**config.mk**
```make
export PLATFORM = sky130hd
export DESIGN_NAME = life_generation_column_stream
export DESIGN_NICKNAME = d
export VERILOG_FILES = /design/src/rtl/lgcs_pkg.sv /design/src/rtl/life_generation_column_stream.sv /design/src/rtl/lgcs_cell.sv /design/src/rtl/lgcs_out_buf.sv
export SDC_FILE = /design/constraint.sdc
export NUM_CORES = 1
export LEC_CHECK = 0
export ABC_AREA = 0
export BUFFER_PORTS_ARGS = -buffer_cell sky130_fd_sc_hd__buf_2
export CORE_ASPECT_RATIO = 1.25
export CORE_MARGIN = 8
export CORE_UTILIZATION = 53
export DETAILED_ROUTE_END_ITERATION = 10
export PLACE_DENSITY = 0.7
export SLEW_MARGIN = 0
export SYNTH_ARGS = -nofsm -noshare
export SYNTH_HDL_FRONTEND = slang
export SYNTH_HIERARCHICAL = 1
export SYNTH_SLANG_ARGS = --single-unit
```
**constraint.sdc**
```tcl
create_clock -name clk -period 7.92 [get_ports clk]
set_clock_uncertainty 0.2 [all_clocks]
set_input_delay 0.792 -clock clk [delete_from_list [all_inputs] [get_ports clk]]
set_output_delay 0.792 -clock clk [all_outputs]
set_load 0.005 [all_outputs]
```
**src/rtl/lgcs_pkg.sv**
```systemverilog
package lgcs_pkg;

  // Width of a column on the stream ports.
  localparam int COLUMN_BITS = 64;

  localparam logic [3:0] BIRTH_COUNT   = 4'd3;
  localparam logic [3:0] SURVIVE_COUNT = 4'd2;

  // Bits one cell shows to the cells of the rows above and below it.
  typedef struct packed {
    logic older;
    logic middle;
    logic current;
  } lgcs_nbr_t;

  // Column advance control, shared by every cell of the column.
  typedef struct packed {
    logic shift;
    logic clear;
  } lgcs_step_t;

  typedef struct packed {
    logic [COLUMN_BITS-1:0] cells;
    logic                   frame_end;
    logic                   run_last;
  } lgcs_result_t;

  // Results produced by one accepted column.
  typedef struct packed {
    logic         first_valid;
    lgcs_result_t first;
    logic         second_valid;
    lgcs_result_t second;
  } lgcs_req_t;

  function automatic logic [3:0] neighbor_count(input logic [7:0] bits);
    logic [3:0] sum;
    sum = 4'd0;
    for (int i = 0; i < 8; i++) begin
      sum = sum + {3'b000, bits[i]};
    end
    return sum;
  endfunction

  function automatic logic next_state(input logic alive, input logic [3:0] count);
    return (count == BIRTH_COUNT) || (alive && (count == SURVIVE_COUNT));
  endfunction

endpackage

```
**src/rtl/life_generation_column_stream.sv**
```systemverilog
// One Conway Life generation (born on 3, survive on 2 or 3) over a grid whose
// outside is dead, streamed one column at a time from left to right.
// Slave side: each request carries one column of the current generation on
// s_tdata, with s_tlast set on the rightmost column of the grid.
// Master side: each request carries one column of the next generation on
// m_tdata; m_tlast marks the rightmost column of the new generation and
// m_tuser marks the last result caused by an input column.
// A column releases the new state of the column before it; the rightmost
// column releases two results, the first column of a frame none (unless it
// is also the rightmost). The first result of a column is registered as the
// column is taken. Throughput is one column per cycle while the receiver
// takes results and no second result waits; the second result of a rightmost
// column after another waits in a holding register behind the output
// register, and input is held off until it moves on. Rows at or above
// COLUMN_HEIGHT are ignored on input and are zero on output. Reset clears the
// held columns and both output registers; the next column starts a new frame.
// While the receiver stalls, the output holds steady and s_tready stays low.
module life_generation_column_stream #(
  parameter int COLUMN_HEIGHT = 64
) (
  input  logic                             clk,
  input  logic                             rst,
  input  logic                             s_tvalid,
  output logic                             s_tready,
  input  logic [lgcs_pkg::COLUMN_BITS-1:0] s_tdata,  // [63:0] column_cells
  input  logic                             s_tlast,
  output logic                             m_tvalid,
  input  logic                             m_tready,
  output logic [lgcs_pkg::COLUMN_BITS-1:0] m_tdata,  // [63:0] next_cells
  output logic                             m_tlast,
  output logic                             m_tuser   // [0] run_last
);

  lgcs_pkg::lgcs_nbr_t        nbr [COLUMN_HEIGHT];
  logic [lgcs_pkg::COLUMN_BITS-1:0] mid_col;
  logic [lgcs_pkg::COLUMN_BITS-1:0] cur_col;
  lgcs_pkg::lgcs_step_t       step;
  lgcs_pkg::lgcs_req_t        req;
  lgcs_pkg::lgcs_result_t     res;
  logic                       take;
  logic                       seen;

  assign take       = s_tvalid && s_tready;
  assign step.shift = take && !s_tlast;
  assign step.clear = take && s_tlast;

  always_ff @(posedge clk) begin
    if (rst) begin
      seen <= 1'b0;
    end else if (take) begin
      seen <= !s_tlast;
    end
  end

  for (genvar y = 0; y < COLUMN_HEIGHT; y++) begin : g_cell
    lgcs_pkg::lgcs_nbr_t below;
    lgcs_pkg::lgcs_nbr_t above;
    if (y == 0) begin : g_bottom
      assign below = '0;
    end else begin : g_below
      assign below = nbr[y-1];
    end
    if (y == COLUMN_HEIGHT - 1) begin : g_top
      assign above = '0;
    end else begin : g_above
      assign above = nbr[y+1];
    end
    lgcs_cell u_cell (
      .clk      (clk),
      .rst      (rst),
      .step     (step),
      .cur_bit  (s_tdata[y]),
      .below    (below),
      .above    (above),
      .here     (nbr[y]),
      .mid_next (mid_col[y]),
      .cur_next (cur_col[y])
    );
  end

  for (genvar y = COLUMN_HEIGHT; y < lgcs_pkg::COLUMN_BITS; y++) begin : g_unused_row
    assign mid_col[y] = 1'b0;
    assign cur_col[y] = 1'b0;
  end

  assign req.first_valid  = seen;
  assign req.first        = '{cells: mid_col, frame_end: 1'b0, run_last: !s_tlast};
  assign req.second_valid = s_tlast;
  assign req.second       = '{cells: cur_col, frame_end: 1'b1, run_last: 1'b1};

  lgcs_out_buf u_out_buf (
    .clk       (clk),
    .rst       (rst),
    .take      (take),
    .req       (req),
    .in_ready  (s_tready),
    .out_valid (m_tvalid),
    .out_ready (m_tready),
    .out_data  (res)
  );

  assign m_tdata = res.cells;
  assign m_tlast = res.frame_end;
  assign m_tuser = res.run_last;

endmodule

```
**src/rtl/lgcs_cell.sv**
```systemverilog
module lgcs_cell (
  input  logic                 clk,
  input  logic                 rst,
  input  lgcs_pkg::lgcs_step_t step,
  input  logic                 cur_bit,
  input  lgcs_pkg::lgcs_nbr_t  below,
  input  lgcs_pkg::lgcs_nbr_t  above,
  output lgcs_pkg::lgcs_nbr_t  here,
  output logic                 mid_next,
  output logic                 cur_next
);

  logic older;
  logic middle;

  always_ff @(posedge clk) begin
    if (rst || step.clear) begin
      older  <= 1'b0;
      middle <= 1'b0;
    end else if (step.shift) begin
      older  <= middle;
      middle <= cur_bit;
    end
  end

  assign here = '{older: older, middle: middle, current: cur_bit};

  // The middle column sees older on its left and the incoming column on its right.
  // The incoming column, when it closes the frame, sees dead cells on its right.
  always_comb begin
    mid_next = lgcs_pkg::next_state(middle, lgcs_pkg::neighbor_count({
      below.older, older, above.older,
      below.middle, above.middle,
      below.current, cur_bit, above.current}));
    cur_next = lgcs_pkg::next_state(cur_bit, lgcs_pkg::neighbor_count({
      below.middle, middle, above.middle,
      below.current, above.current,
      3'b000}));
  end

endmodule

```
**src/rtl/lgcs_out_buf.sv**
```systemverilog
module lgcs_out_buf (
  input  logic                   clk,
  input  logic                   rst,
  input  logic                   take,
  input  lgcs_pkg::lgcs_req_t    req,
  output logic                   in_ready,
  output logic                   out_valid,
  input  logic                   out_ready,
  output lgcs_pkg::lgcs_result_t out_data
);

  lgcs_pkg::lgcs_result_t pend;
  logic                   pend_valid;
  logic                   out_free;

  assign out_free = !out_valid || out_ready;
  // A second result waiting behind the output register holds off new requests.
  assign in_ready = !pend_valid && out_free;

  always_ff @(posedge clk) begin
    if (rst) begin
      out_valid  <= 1'b0;
      pend_valid <= 1'b0;
    end else if (pend_valid && out_free) begin
      out_data   <= pend;
      out_valid  <= 1'b1;
      pend_valid <= 1'b0;
    end else if (take) begin
      if (req.first_valid) begin
        out_data   <= req.first;
        out_valid  <= 1'b1;
        pend       <= req.second;
        pend_valid <= req.second_valid;
      end else begin
        out_data  <= req.second;
        out_valid <= req.second_valid;
      end
    end else if (out_free) begin
      out_valid <= 1'b0;
    end
  end

endmodule

```
* After elaboration in Yosys (flattened, before gate mapping) *
Cells that the tools add are included.

storage, ports and cells
  flip-flop bits (word level) = 261
  bits of input ports = 69
  output and inout bits = 68
  logic and storage cells = 1365

operators by class
  add/sub/neg operators = 693
  equality and inequality tests = 256
  multiplexer cells = 7
  bitwise gates (word level) = 2
  reduce and logical (&&, ||, !) cells = 272

operators by type and width
  operator            count
  $add 4x1->4         566
  $eq 4x2->1 const B  256
  $add 1x1->2         127
  $mux 66             3
  $logic_and 1x1->1   133
  $logic_or 1x1->1    130
  $mux 1              4
  $reduce_and 2->1    2
  $reduce_and 4->1    1
  $logic_not 1->1     3
  $reduce_bool 3->1   1
  $not 1->1           2
  $reduce_bool 2->1   1
  $reduce_or 2->1     1

* Depth between registers and ports, before layout *
Gate-level depths: netlist of run 1.

  depth in word-level cells = 13
  mapped depth = 12
  depth with buffers taken out = 11

* Cells and area by module *
Netlist of run 1, hierarchy kept.

by module, submodules not included
  module                             times used  cells each  area each (um2)  seq. area each (um2)
  lgcs_cell (g_cell[0].u_cell ...)   37          40          352.8            40.0
  lgcs_cell (g_cell[35].u_cell ...)  27          40          367.9            40.0
  lgcs_out_buf                       1           375         5567.8           4003.8
  life_generation_column_stream      1           9           72.6             20.0

* Worst setup path before layout of run 1 *
OpenSTA, ideal clock, no wires.

  kind = input port to flip-flop
  start point = input m_tready
  end point = register g_cell[0].u_cell.middle
  library setup time = 0.162 ns
  data arrival time = 6.292 ns
  required time = 7.558 ns
  path slack = 1.266 ns
  cell stages on the path = 8
  buffers on the path = 2
  cells stage by stage = nand2b_1 buf_2 buf_2 nor2b_1 and2_4 and2_1 mux2i_1 nor3_1

RTL lines
  element               RTL line                             RTL
  start, declared       life_generation_column_stream.sv:28  input logic m_tready,
  end signal, assigned  lgcs_cell.sv:22                      middle <= cur_bit;
  end, declared         lgcs_cell.sv:14                      logic middle;

* Worst setup path after layout of run 1 *
  start point = input m_tready
  end point = register u_out_buf/out_data[44] in the netlist's numbering (enable)

on the way
  word-level cells in the longest chain between the ends = 5
  elaborated cells on any way between the ends = 6
  those cells by class = reduce/logical (6)

RTL lines
  element                                 RTL line                             RTL
  $logic_or 1x1->1 (*)                    lgcs_out_buf.sv:16                   assign out_free = !out_valid || out_ready;
  $logic_and 1x1->1                       lgcs_out_buf.sv:18                   assign in_ready = !pend_valid && out_free;
  $logic_and 1x1->1                       life_generation_column_stream.sv:43  assign take = s_tvalid && s_tready;
  $reduce_bool 2->1 (no source line) (*)  --
  $reduce_and 2->1 (no source line) (*)   --
  end signal, assigned                    lgcs_out_buf.sv:25                   out_data <= pend;
  end signal, assigned                    lgcs_out_buf.sv:30                   out_data <= req.first;
  end signal, assigned                    lgcs_out_buf.sv:35                   out_data <= req.second;
  end, declared                           lgcs_out_buf.sv:9                    output lgcs_pkg::lgcs_result_t out_data

Every way passes the cells marked *; elsewhere a longest branch is shown, timed or not.
A chain may end at the register's enable or synchronous reset.

==> implementation parameters, run 1 <==
Parameter                              Value

Place
  Placed cell count    between 3000 and 4000
  Port Buf Inserts    roughly 140
  Routability congestion estimate    between 0.8 and 0.9
  Placed standard-cell area    0.0288 mm2
  Post-DP HPWL    45100 um

Setup path
  Largest fanout of any net on the critical path    42
  Endpoint of the lowest-slack register-to-register path    u_out_buf/out_data[44]
  Start of the worst register-to-register path    u_out_buf/out_valid
  Logic depth of the worst register-to-register path    5
  Worst setup SP type    input port
  Type of destination of the critical path    register
  Required arrival time at the worst endpoint    7880 ps
  Type of the worst setup path    in2reg
  Arrival @ worst endpoint    3890 ps
  FF-to-FF setup slack    4040 ps

Yosys
  Sequential-to-total area share from yosys stat    around 23%
  Complex-gate fraction of the synthesized area    5.80%
  Post-synthesis share of cell area spent on full adders, half adders and majority gates    38.0%
  Synthesized area per cell    9.72 um2
  Number of enable-type register cells in the synthesized netlist    roughly 130
  Portion of netlist area occupied by mux cells    6.82%
  Post-synthesis simple-gate area fraction    8.96%
  Most common cell in the synthesized netlist    sky130_fd_sc_hd__inv_1
  Xor and xnor area share after synthesis    0%
  Number of library cell types mapped by synthesis    32
  Top post-synthesis cells by area    sky130_fd_sc_hd__fa_1 27%, sky130_fd_sc_hd__edfxtp_1 14%, sky130_fd_sc_hd__inv_1 12%
  Post-synthesis cell count    2944
  Synthesized cell area    0.0286 mm2
  Ys flop type    sky130_fd_sc_hd__edfxtp_1
  Share of the synthesized area in the top cell type    26.9%
  Synth Register Bits    263
  Most instantiated cells after synthesis    897 x sky130_fd_sc_hd__inv_1, 384 x sky130_fd_sc_hd__fa_1, 256 x sky130_fd_sc_hd__ha_1, 195 x sky130_fd_sc_hd__mux2i_1, 194 x sky130_fd_sc_hd__buf_4
  Warning count from the yosys run    6
  Main combinational cell family by area after synthesis    adder cells
  Cell type with the largest total area after synthesis    sky130_fd_sc_hd__fa_1
  Ys async rst share    0%

Floorplan
  Num ports    137
  Floorplan row count    95
  Die area    0.0618 mm2
  Starting density of the core    53.4%
  Die extent in y    276 um
  Placeable core area    approximately 0.054 mm2
  Die span in x    224 um

Route
  Mean number of vias per cell    around 5.2
  Initial drt markers    747
  Post-Route WL    about 61000 um
  Average detailed-routed wire length per instance    ~17 um
  Total via count after detailed routing    19000
  DR DRC count    0
  Antenna viol nets, final    0
  Pre-antenna DRT Iters    5

Finish
  Post-route design area    approximately 0.03 mm2
  Layout cell share with drive strength beyond 1    7.95%
  Layout Nets    3625
  Cell Count, Final, Fillers Out    3672
  Filler instances    roughly 4700
  Area Growth Syn to Fin    4.45%
  Utilization of the core after routing    55.8%

Clock network
  TritonCTS clock tree    built
  Clock-pin slew on the worst setup and hold paths    60 ps
  CTS Buf Count    34
  Total setup buffers inserted after CTS    0
  Clock tree root buffer cell    sky130_fd_sc_hd__clkbuf_16
  Source-to-sink clock delay at the later pin of the worst-skew pair    540 ps
  Clock Tree Buf Depth    3
  Number of hold buffers added after CTS    0
  Cells resized by post-CTS repair    0
  Clock Sink Count    263
  CTS H-tree depth    2

Global routing
  Largest net degree at the start of global routing    between 100 and 150
  Initial antenna violation count    7
  Wire length of the first global-routing pass    105000 um
  Global route overflow    0
  Vias in the first global route    approximately 22000
  GR Util All Layers    around a fifth

Power and ir drop
  Peak supply drop    roughly 180 uV
  Static power due to leakage    14.8 nW
  Power per Cell Area    147 mW/mm2

Run status
  Status    complete, no violations

STA
  Fmax    ~250 MHz
  Post-route clock period utilization    49.7%
  RSZ-0062 raised after global routing    no
  Worst max-slew margin expressed relative to the limit    roughly 20%
  Final-layout setup total negative slack    0 ps
  Actual transition at the worst max-transition pin    1200 ps
  Period minus WS final    3930 ps
  Number of hold violations in the final report    0
  Slew Limit Fails    0
  Final setup violation count    0

Worst hold path
  Class of the worst hold path    reg2reg
  End point of the worst hold path    u_out_buf/out_data[26]
  Start point of the worst min-delay path    u_out_buf/pend[26]
  Hold path cells    2

Job
  Number of max-capacitance violations reported    0
[how the worst max path moves through the flow]
stage | startpoint | end | slack (ps) | depth (start not counted)
3_5_place_dp | m_tready | u_out_buf/out_data[44] | 3350 | 6
3_3_place_gp | m_tready | u_out_buf/out_data[44] | 3430 | 6
4_1_cts | m_tready | u_out_buf/out_data[1] | 3930 | 6
6_report | m_tready | u_out_buf/out_data[44] | 3990 | 6
2_1_floorplan | m_tready | g_cell[0].u_cell/middle | 1270 | 8
5_1_grt | m_tready | u_out_buf/out_data[1] | 3850 | 6
[kinds of logic after synthesis]
| kind of cell | count (synthesis) |
|---|---|
| buffers and inverters | 1120 |
| adder cells (fa/ha/maj) | 640 |
| AND/OR/NAND/NOR | 461 |
| multiplexers | 195 |
| flip-flops | 263 |
| AO/OA/AOI/OAI | 263 |
| other | 2 |
[where the power goes]
group          leakage (nW)  switching (mW)  internal, mW
sequential             2.30          0.0632          1.53
combinational          11.9           0.732         0.518
clock                 0.539           0.616         0.936
[area by class of cell]
cell class	count	area [um2]	area share [%]
diodes	3	7.51	0.0251
clock buffers	57	1050	3.51
clock inverters	5	50.0	0.167
inverters	897	3370	11.3
multi-input cells	1572	17100	57.3
flip-flops and latches	263	6590	22.0
well taps	727	910	3.04
repair buffers	148	786	2.63
[critical path: stages]
cell and delay [ps]:
sky130_fd_sc_hd__buf_2 80, sky130_fd_sc_hd__nand2b_4 430, sky130_fd_sc_hd__buf_4 640, sky130_fd_sc_hd__a21oi_1 220
sky130_fd_sc_hd__nor2_4 940, sky130_fd_sc_hd__buf_4 700
[layout by cell type, fill, tap and decap left out, drive strengths merged, types with 64 or more instances in the layout]
cell type,count
edfxtp,132
or2,64
nand3,103
nor3b,64
mux2i,195
a21oi,76
dfxtp,131
inv,897
nor3,131
fa,384
buf,148
nor2,65
o21ai,132
ha,256
[flip-flops by register name (all words and copies together) (netlist names)]
register / count
seen: 1
g_cell.u_cell/middle: 64
u_out_buf/pend_valid: 1
u_out_buf/out_data: 66
u_out_buf/pend: 66
u_out_buf/out_valid: 1
g_cell.u_cell/older: 64
[per-stage QoR]
stage          total power, mW  hold WS, ps  setup WS, ps
6_report                  4.39          349          3990
5_1_grt                   4.70          381          3850
4_1_cts                   4.46          352          3930
3_5_place_dp              2.87          341          3350
3_3_place_gp              2.78          328          3430
2_1_floorplan             2.55          262          1270
[layer usage]
metal	track usage, %	routed length, um	up-vias
li1	-	-	8958
met1	23.9	24600	9627
met2	38.6	32500	332
met3	3.36	2650	116
met4	7.18	1710	8
met5	0	51	-
Power figures use the tool's default switching activity.
==> inputs of run 2 (changes only) <==
--- a/config.mk
+++ b/config.mk
@@ -5,13 +5,13 @@
 export SDC_FILE = /design/constraint.sdc
 export NUM_CORES = 1
 export LEC_CHECK = 0
-export ABC_AREA = 0
+export ABC_AREA = 1
 export BUFFER_PORTS_ARGS = -buffer_cell sky130_fd_sc_hd__buf_2
 export CORE_ASPECT_RATIO = 1.25
 export CORE_MARGIN = 8
 export CORE_UTILIZATION = 53
 export DETAILED_ROUTE_END_ITERATION = 10
-export PLACE_DENSITY = 0.7
+export PLACE_DENSITY = 0.73
 export SLEW_MARGIN = 0
 export SYNTH_ARGS = -nofsm -noshare
 export SYNTH_HDL_FRONTEND = slang
==> constraint.sdc (replaced) <==
create_clock -name clk -period 3.3 [get_ports clk]
set_clock_uncertainty 0.2 [all_clocks]
set_input_delay 0.33 -clock clk [delete_from_list [all_inputs] [get_ports clk]]
set_output_delay 0.33 -clock clk [all_outputs]
set_load 0.005 [all_outputs]
==> run 2 against run 1 <==
Against the previous run:
- the flow now finishes with violations (setup timing)
- worst hold slack got worse by 320 ps
- global-route usage rose by 0.51 points
- non-clock buffer count rose by 367
- via count rose by 18%
- power rose to 2.6 times the previous value
- combinational power rose to 3.2 times the previous value
- sequential power rose by 140%
- wire length rose by 5.6%
- critical path depth rose by 7
- final area rose by 17%
- die area rose by 3.1%
- register-to-register slack got worse by 4200 ps
==> implementation parameters, run 2 <==
Parameter                              Value

Finish
  Area Growth Syn to Fin    18.1%
  Filler instances    a little under 5000
  Most common cell after layout, fill and taps aside    sky130_fd_sc_hd__inv_1
  Layout cell share with drive strength beyond 1    22.3%
  Biggest regs    u_out_buf/out_data (66), u_out_buf/pend (66)
  Cell Count, Final, Fillers Out    approximately 4800
  Layout Nets    between 4000 and 5000
  Commonest non-fill, non-tap cells in the layout    1172 x sky130_fd_sc_hd__inv_1, 716 x sky130_fd_sc_hd__nand2_1, 335 x sky130_fd_sc_hd__buf_4
  Utilization of the core after routing    62.9%

Yosys
  Most common cell in the synthesized netlist    sky130_fd_sc_hd__inv_1
  Warning count from the yosys run    6
  Synthesized cell area    about 0.030 mm2
  Share of the synthesized area in the top cell type    26.0%
  Number of enable-type register cells in the synthesized netlist    132
  Cell type with the largest total area after synthesis    sky130_fd_sc_hd__fa_1
  Ys flop type    sky130_fd_sc_hd__edfxtp_1
  Top post-synthesis cells by area    sky130_fd_sc_hd__fa_1 26%, sky130_fd_sc_hd__inv_1 16%, sky130_fd_sc_hd__edfxtp_1 13%
  Post-synthesis cell count    3727
  Number of library cell types mapped by synthesis    20
  Synthesized area per cell    7.94 um2
  Synth Register Bits    ~260
  Sequential-to-total area share from yosys stat    22.3%
  Ys async rst share    0%
  Most instantiated cells after synthesis    1290 x sky130_fd_sc_hd__inv_1, 719 x sky130_fd_sc_hd__nand2_1, 384 x sky130_fd_sc_hd__fa_1, 256 x sky130_fd_sc_hd__ha_1, 200 x sky130_fd_sc_hd__buf_4

Place
  Port Buf Inserts    136
  Placed cell count    4737
  Routability congestion estimate    0.819
  Post-DP HPWL    around 49000 um

Setup path
  Logic depth of the worst register-to-register path    13
  Largest fanout of any net on the critical path    2
  Critical Path Source    g_cell[18].u_cell/older
  Arrival @ worst endpoint    ~3700 ps
  Worst setup SP type    register
  Start of the worst register-to-register path    g_cell[18].u_cell/older
  Required arrival time at the worst endpoint    between 3000 and 4000 ps
  Type of destination of the critical path    register
  Type of the worst setup path    reg2reg
  FF-to-FF setup slack    -160 ps
  Critical path endpoint    u_out_buf/out_data[21]
  Endpoint of the lowest-slack register-to-register path    u_out_buf/out_data[21]

Route
  Antenna viol nets, final    0
  Initial drt markers    862
  Pre-antenna DRT Iters    5
  Total via count after detailed routing    22400
  Post-Route WL    64900 um
  DR DRC count    0
  Average detailed-routed wire length per instance    ~13 um
  Mean number of vias per cell    4.63

Clock network
  Clock tree root buffer cell    sky130_fd_sc_hd__clkbuf_16
  Clock Sink Count    263
  TritonCTS clock tree    built
  Clock-pin slew on the worst setup and hold paths    60 ps
  Source-to-sink clock delay at the later pin of the worst-skew pair    540 ps
  Clock Tree Buf Depth    3
  CTS Buf Count    35
  CTS H-tree depth    2

Floorplan
  Die area    0.0637 mm2
  Starting density of the core    53.2%
  Placeable core area    0.0556 mm2
  Floorplan row count    97
  Num ports    137
  Die span in x    227 um
  Die extent in y    280 um

Power and ir drop
  Static power due to leakage    17.3 nW
  Total power    11.4 mW
  Peak supply drop    364 uV
  Power per Cell Area    326 mW/mm2

Global routing
  Global route overflow    0
  Vias in the first global route    23800
  GR Util All Layers    21.3%
  Initial antenna violation count    10
  Largest net degree at the start of global routing    135
  Wire length of the first global-routing pass    between 100000 and 150000 um

STA
  Slew Limit Fails    0
  RSZ-0062 raised after global routing    yes
  Fmax    289 MHz
  Smallest setup slack after layout    -162 ps
  Actual transition at the worst max-transition pin    886 ps
  Final setup violation count    59
  Number of hold violations in the final report    0
  Period minus WS final    3460 ps
  Worst max-slew margin expressed relative to the limit    41.0%
  Post-route clock period utilization    105%

Run status
  Status    complete, but fails checks
  Failing checks    setup timing

Worst hold path
  Class of the worst hold path    in2reg

Job
  Number of max-capacitance violations reported    0
==> run 2: cell types whose count changed after synthesis, moves of 37 or more <==
cell                      delta
sky130_fd_sc_hd__or2_0      -37
sky130_fd_sc_hd__inv_1     +393
sky130_fd_sc_hd__nor3b_1    -64
sky130_fd_sc_hd__nor3_1    -126
sky130_fd_sc_hd__a21oi_1   +119
sky130_fd_sc_hd__or2_1      +37
sky130_fd_sc_hd__mux2i_1   -195
sky130_fd_sc_hd__nand2_1   +718
==> run 2: layer usage <==
layer  wire length, um  GRT usage [%]
met1             25900           24.3
met2             34300           40.0
met3              2800           3.31
met4              1860           6.44
met5                58              0
==> run 2: power by group <==
part / total, mW / internal, mW / switching, mW
sequential: 3.74 / 3.67 / 0.0658
clock: 3.71 / 2.20 / 1.51
combinational: 3.94 / 1.68 / 2.26
total: 11.4 / 7.55 / 3.84
==> run 2: worst min path at each step <==
stage | start | to | slack, ps | cells after the start
final | s_tdata[28] | g_cell[28].u_cell/middle | 30 | 4
after detailed placement | g_cell[63].u_cell/older | g_cell[63].u_cell/older | 280 | 2
after CTS | s_tdata[51] | g_cell[51].u_cell/middle | 0.1 | 4
after floorplan | rst | u_out_buf/pend_valid | 210 | 1
after global placement | g_cell[63].u_cell/older | g_cell[63].u_cell/older | 270 | 2
after global routing | s_tdata[2] | g_cell[2].u_cell/middle | 30 | 4
==> run 2: logic make-up after synthesis <==
kind of cell	Yosys count	share of synthesized area, %
buf+inv	1512	21.8
other cells	2	0.0254
compound gates	328	5.56
simple gates	982	13.6
fa+ha+maj	640	36.8
flops	263	22.3
==> run 2: repair_timing <==
item / CTS / global route
endpoints found under the hold margin: 28 / 0
endpoints found under the setup margin: 63 / 63
setup buffers: 6 / 2
resized for setup: 82 / 58
hold buffers: 29 / 0
pin swaps: 163 / 36
==> run 2: area by class of cell <==
cell class | instances | area (um2) | area share, %
diodes | 5 | 12.5 | 0.0358
clock inverters | 12 | 85.1 | 0.243
flip-flops and latches | 263 | 6670 | 19.1
clock buffers | 51 | 1010 | 2.89
multi-input cells | 1963 | 17500 | 50.0
repair buffers | 515 | 3790 | 10.8
well taps | 742 | 928 | 2.66
inverters | 1291 | 5000 | 14.3
==> run 2: critical path: stages (launching register included) <==
cell and delay [ps]:
sky130_fd_sc_hd__dfxtp_2 350, sky130_fd_sc_hd__inv_2 40, sky130_fd_sc_hd__fa_1 500, sky130_fd_sc_hd__fa_1 450
sky130_fd_sc_hd__fa_1 510, sky130_fd_sc_hd__inv_2 50, sky130_fd_sc_hd__ha_4 160, sky130_fd_sc_hd__fa_2 530
sky130_fd_sc_hd__nand3_2 100, sky130_fd_sc_hd__a21oi_2 120, sky130_fd_sc_hd__nand2_1 60, sky130_fd_sc_hd__o21ai_1 110
sky130_fd_sc_hd__nand2_1 70, sky130_fd_sc_hd__nand2_1 80
==> run 2: through the flow <==
| step | area, um2 | hold WS [ps] | setup slack, ps | TNS (ps) |
|---|---|---|---|---|
| final | 35000 | 31.2 | -162 | -3800 |
| after floorplan | 30400 | 209 | -83.9 | -12750 |
| after global routing | 34900 | 27.6 | -269 | -12970 |
| after global placement | 33000 | 274 | -345 | -18010 |
| after CTS | 34700 | 0.128 | -117 | -4410 |
| after detailed placement | 33000 | 281 | -395 | -20750 |
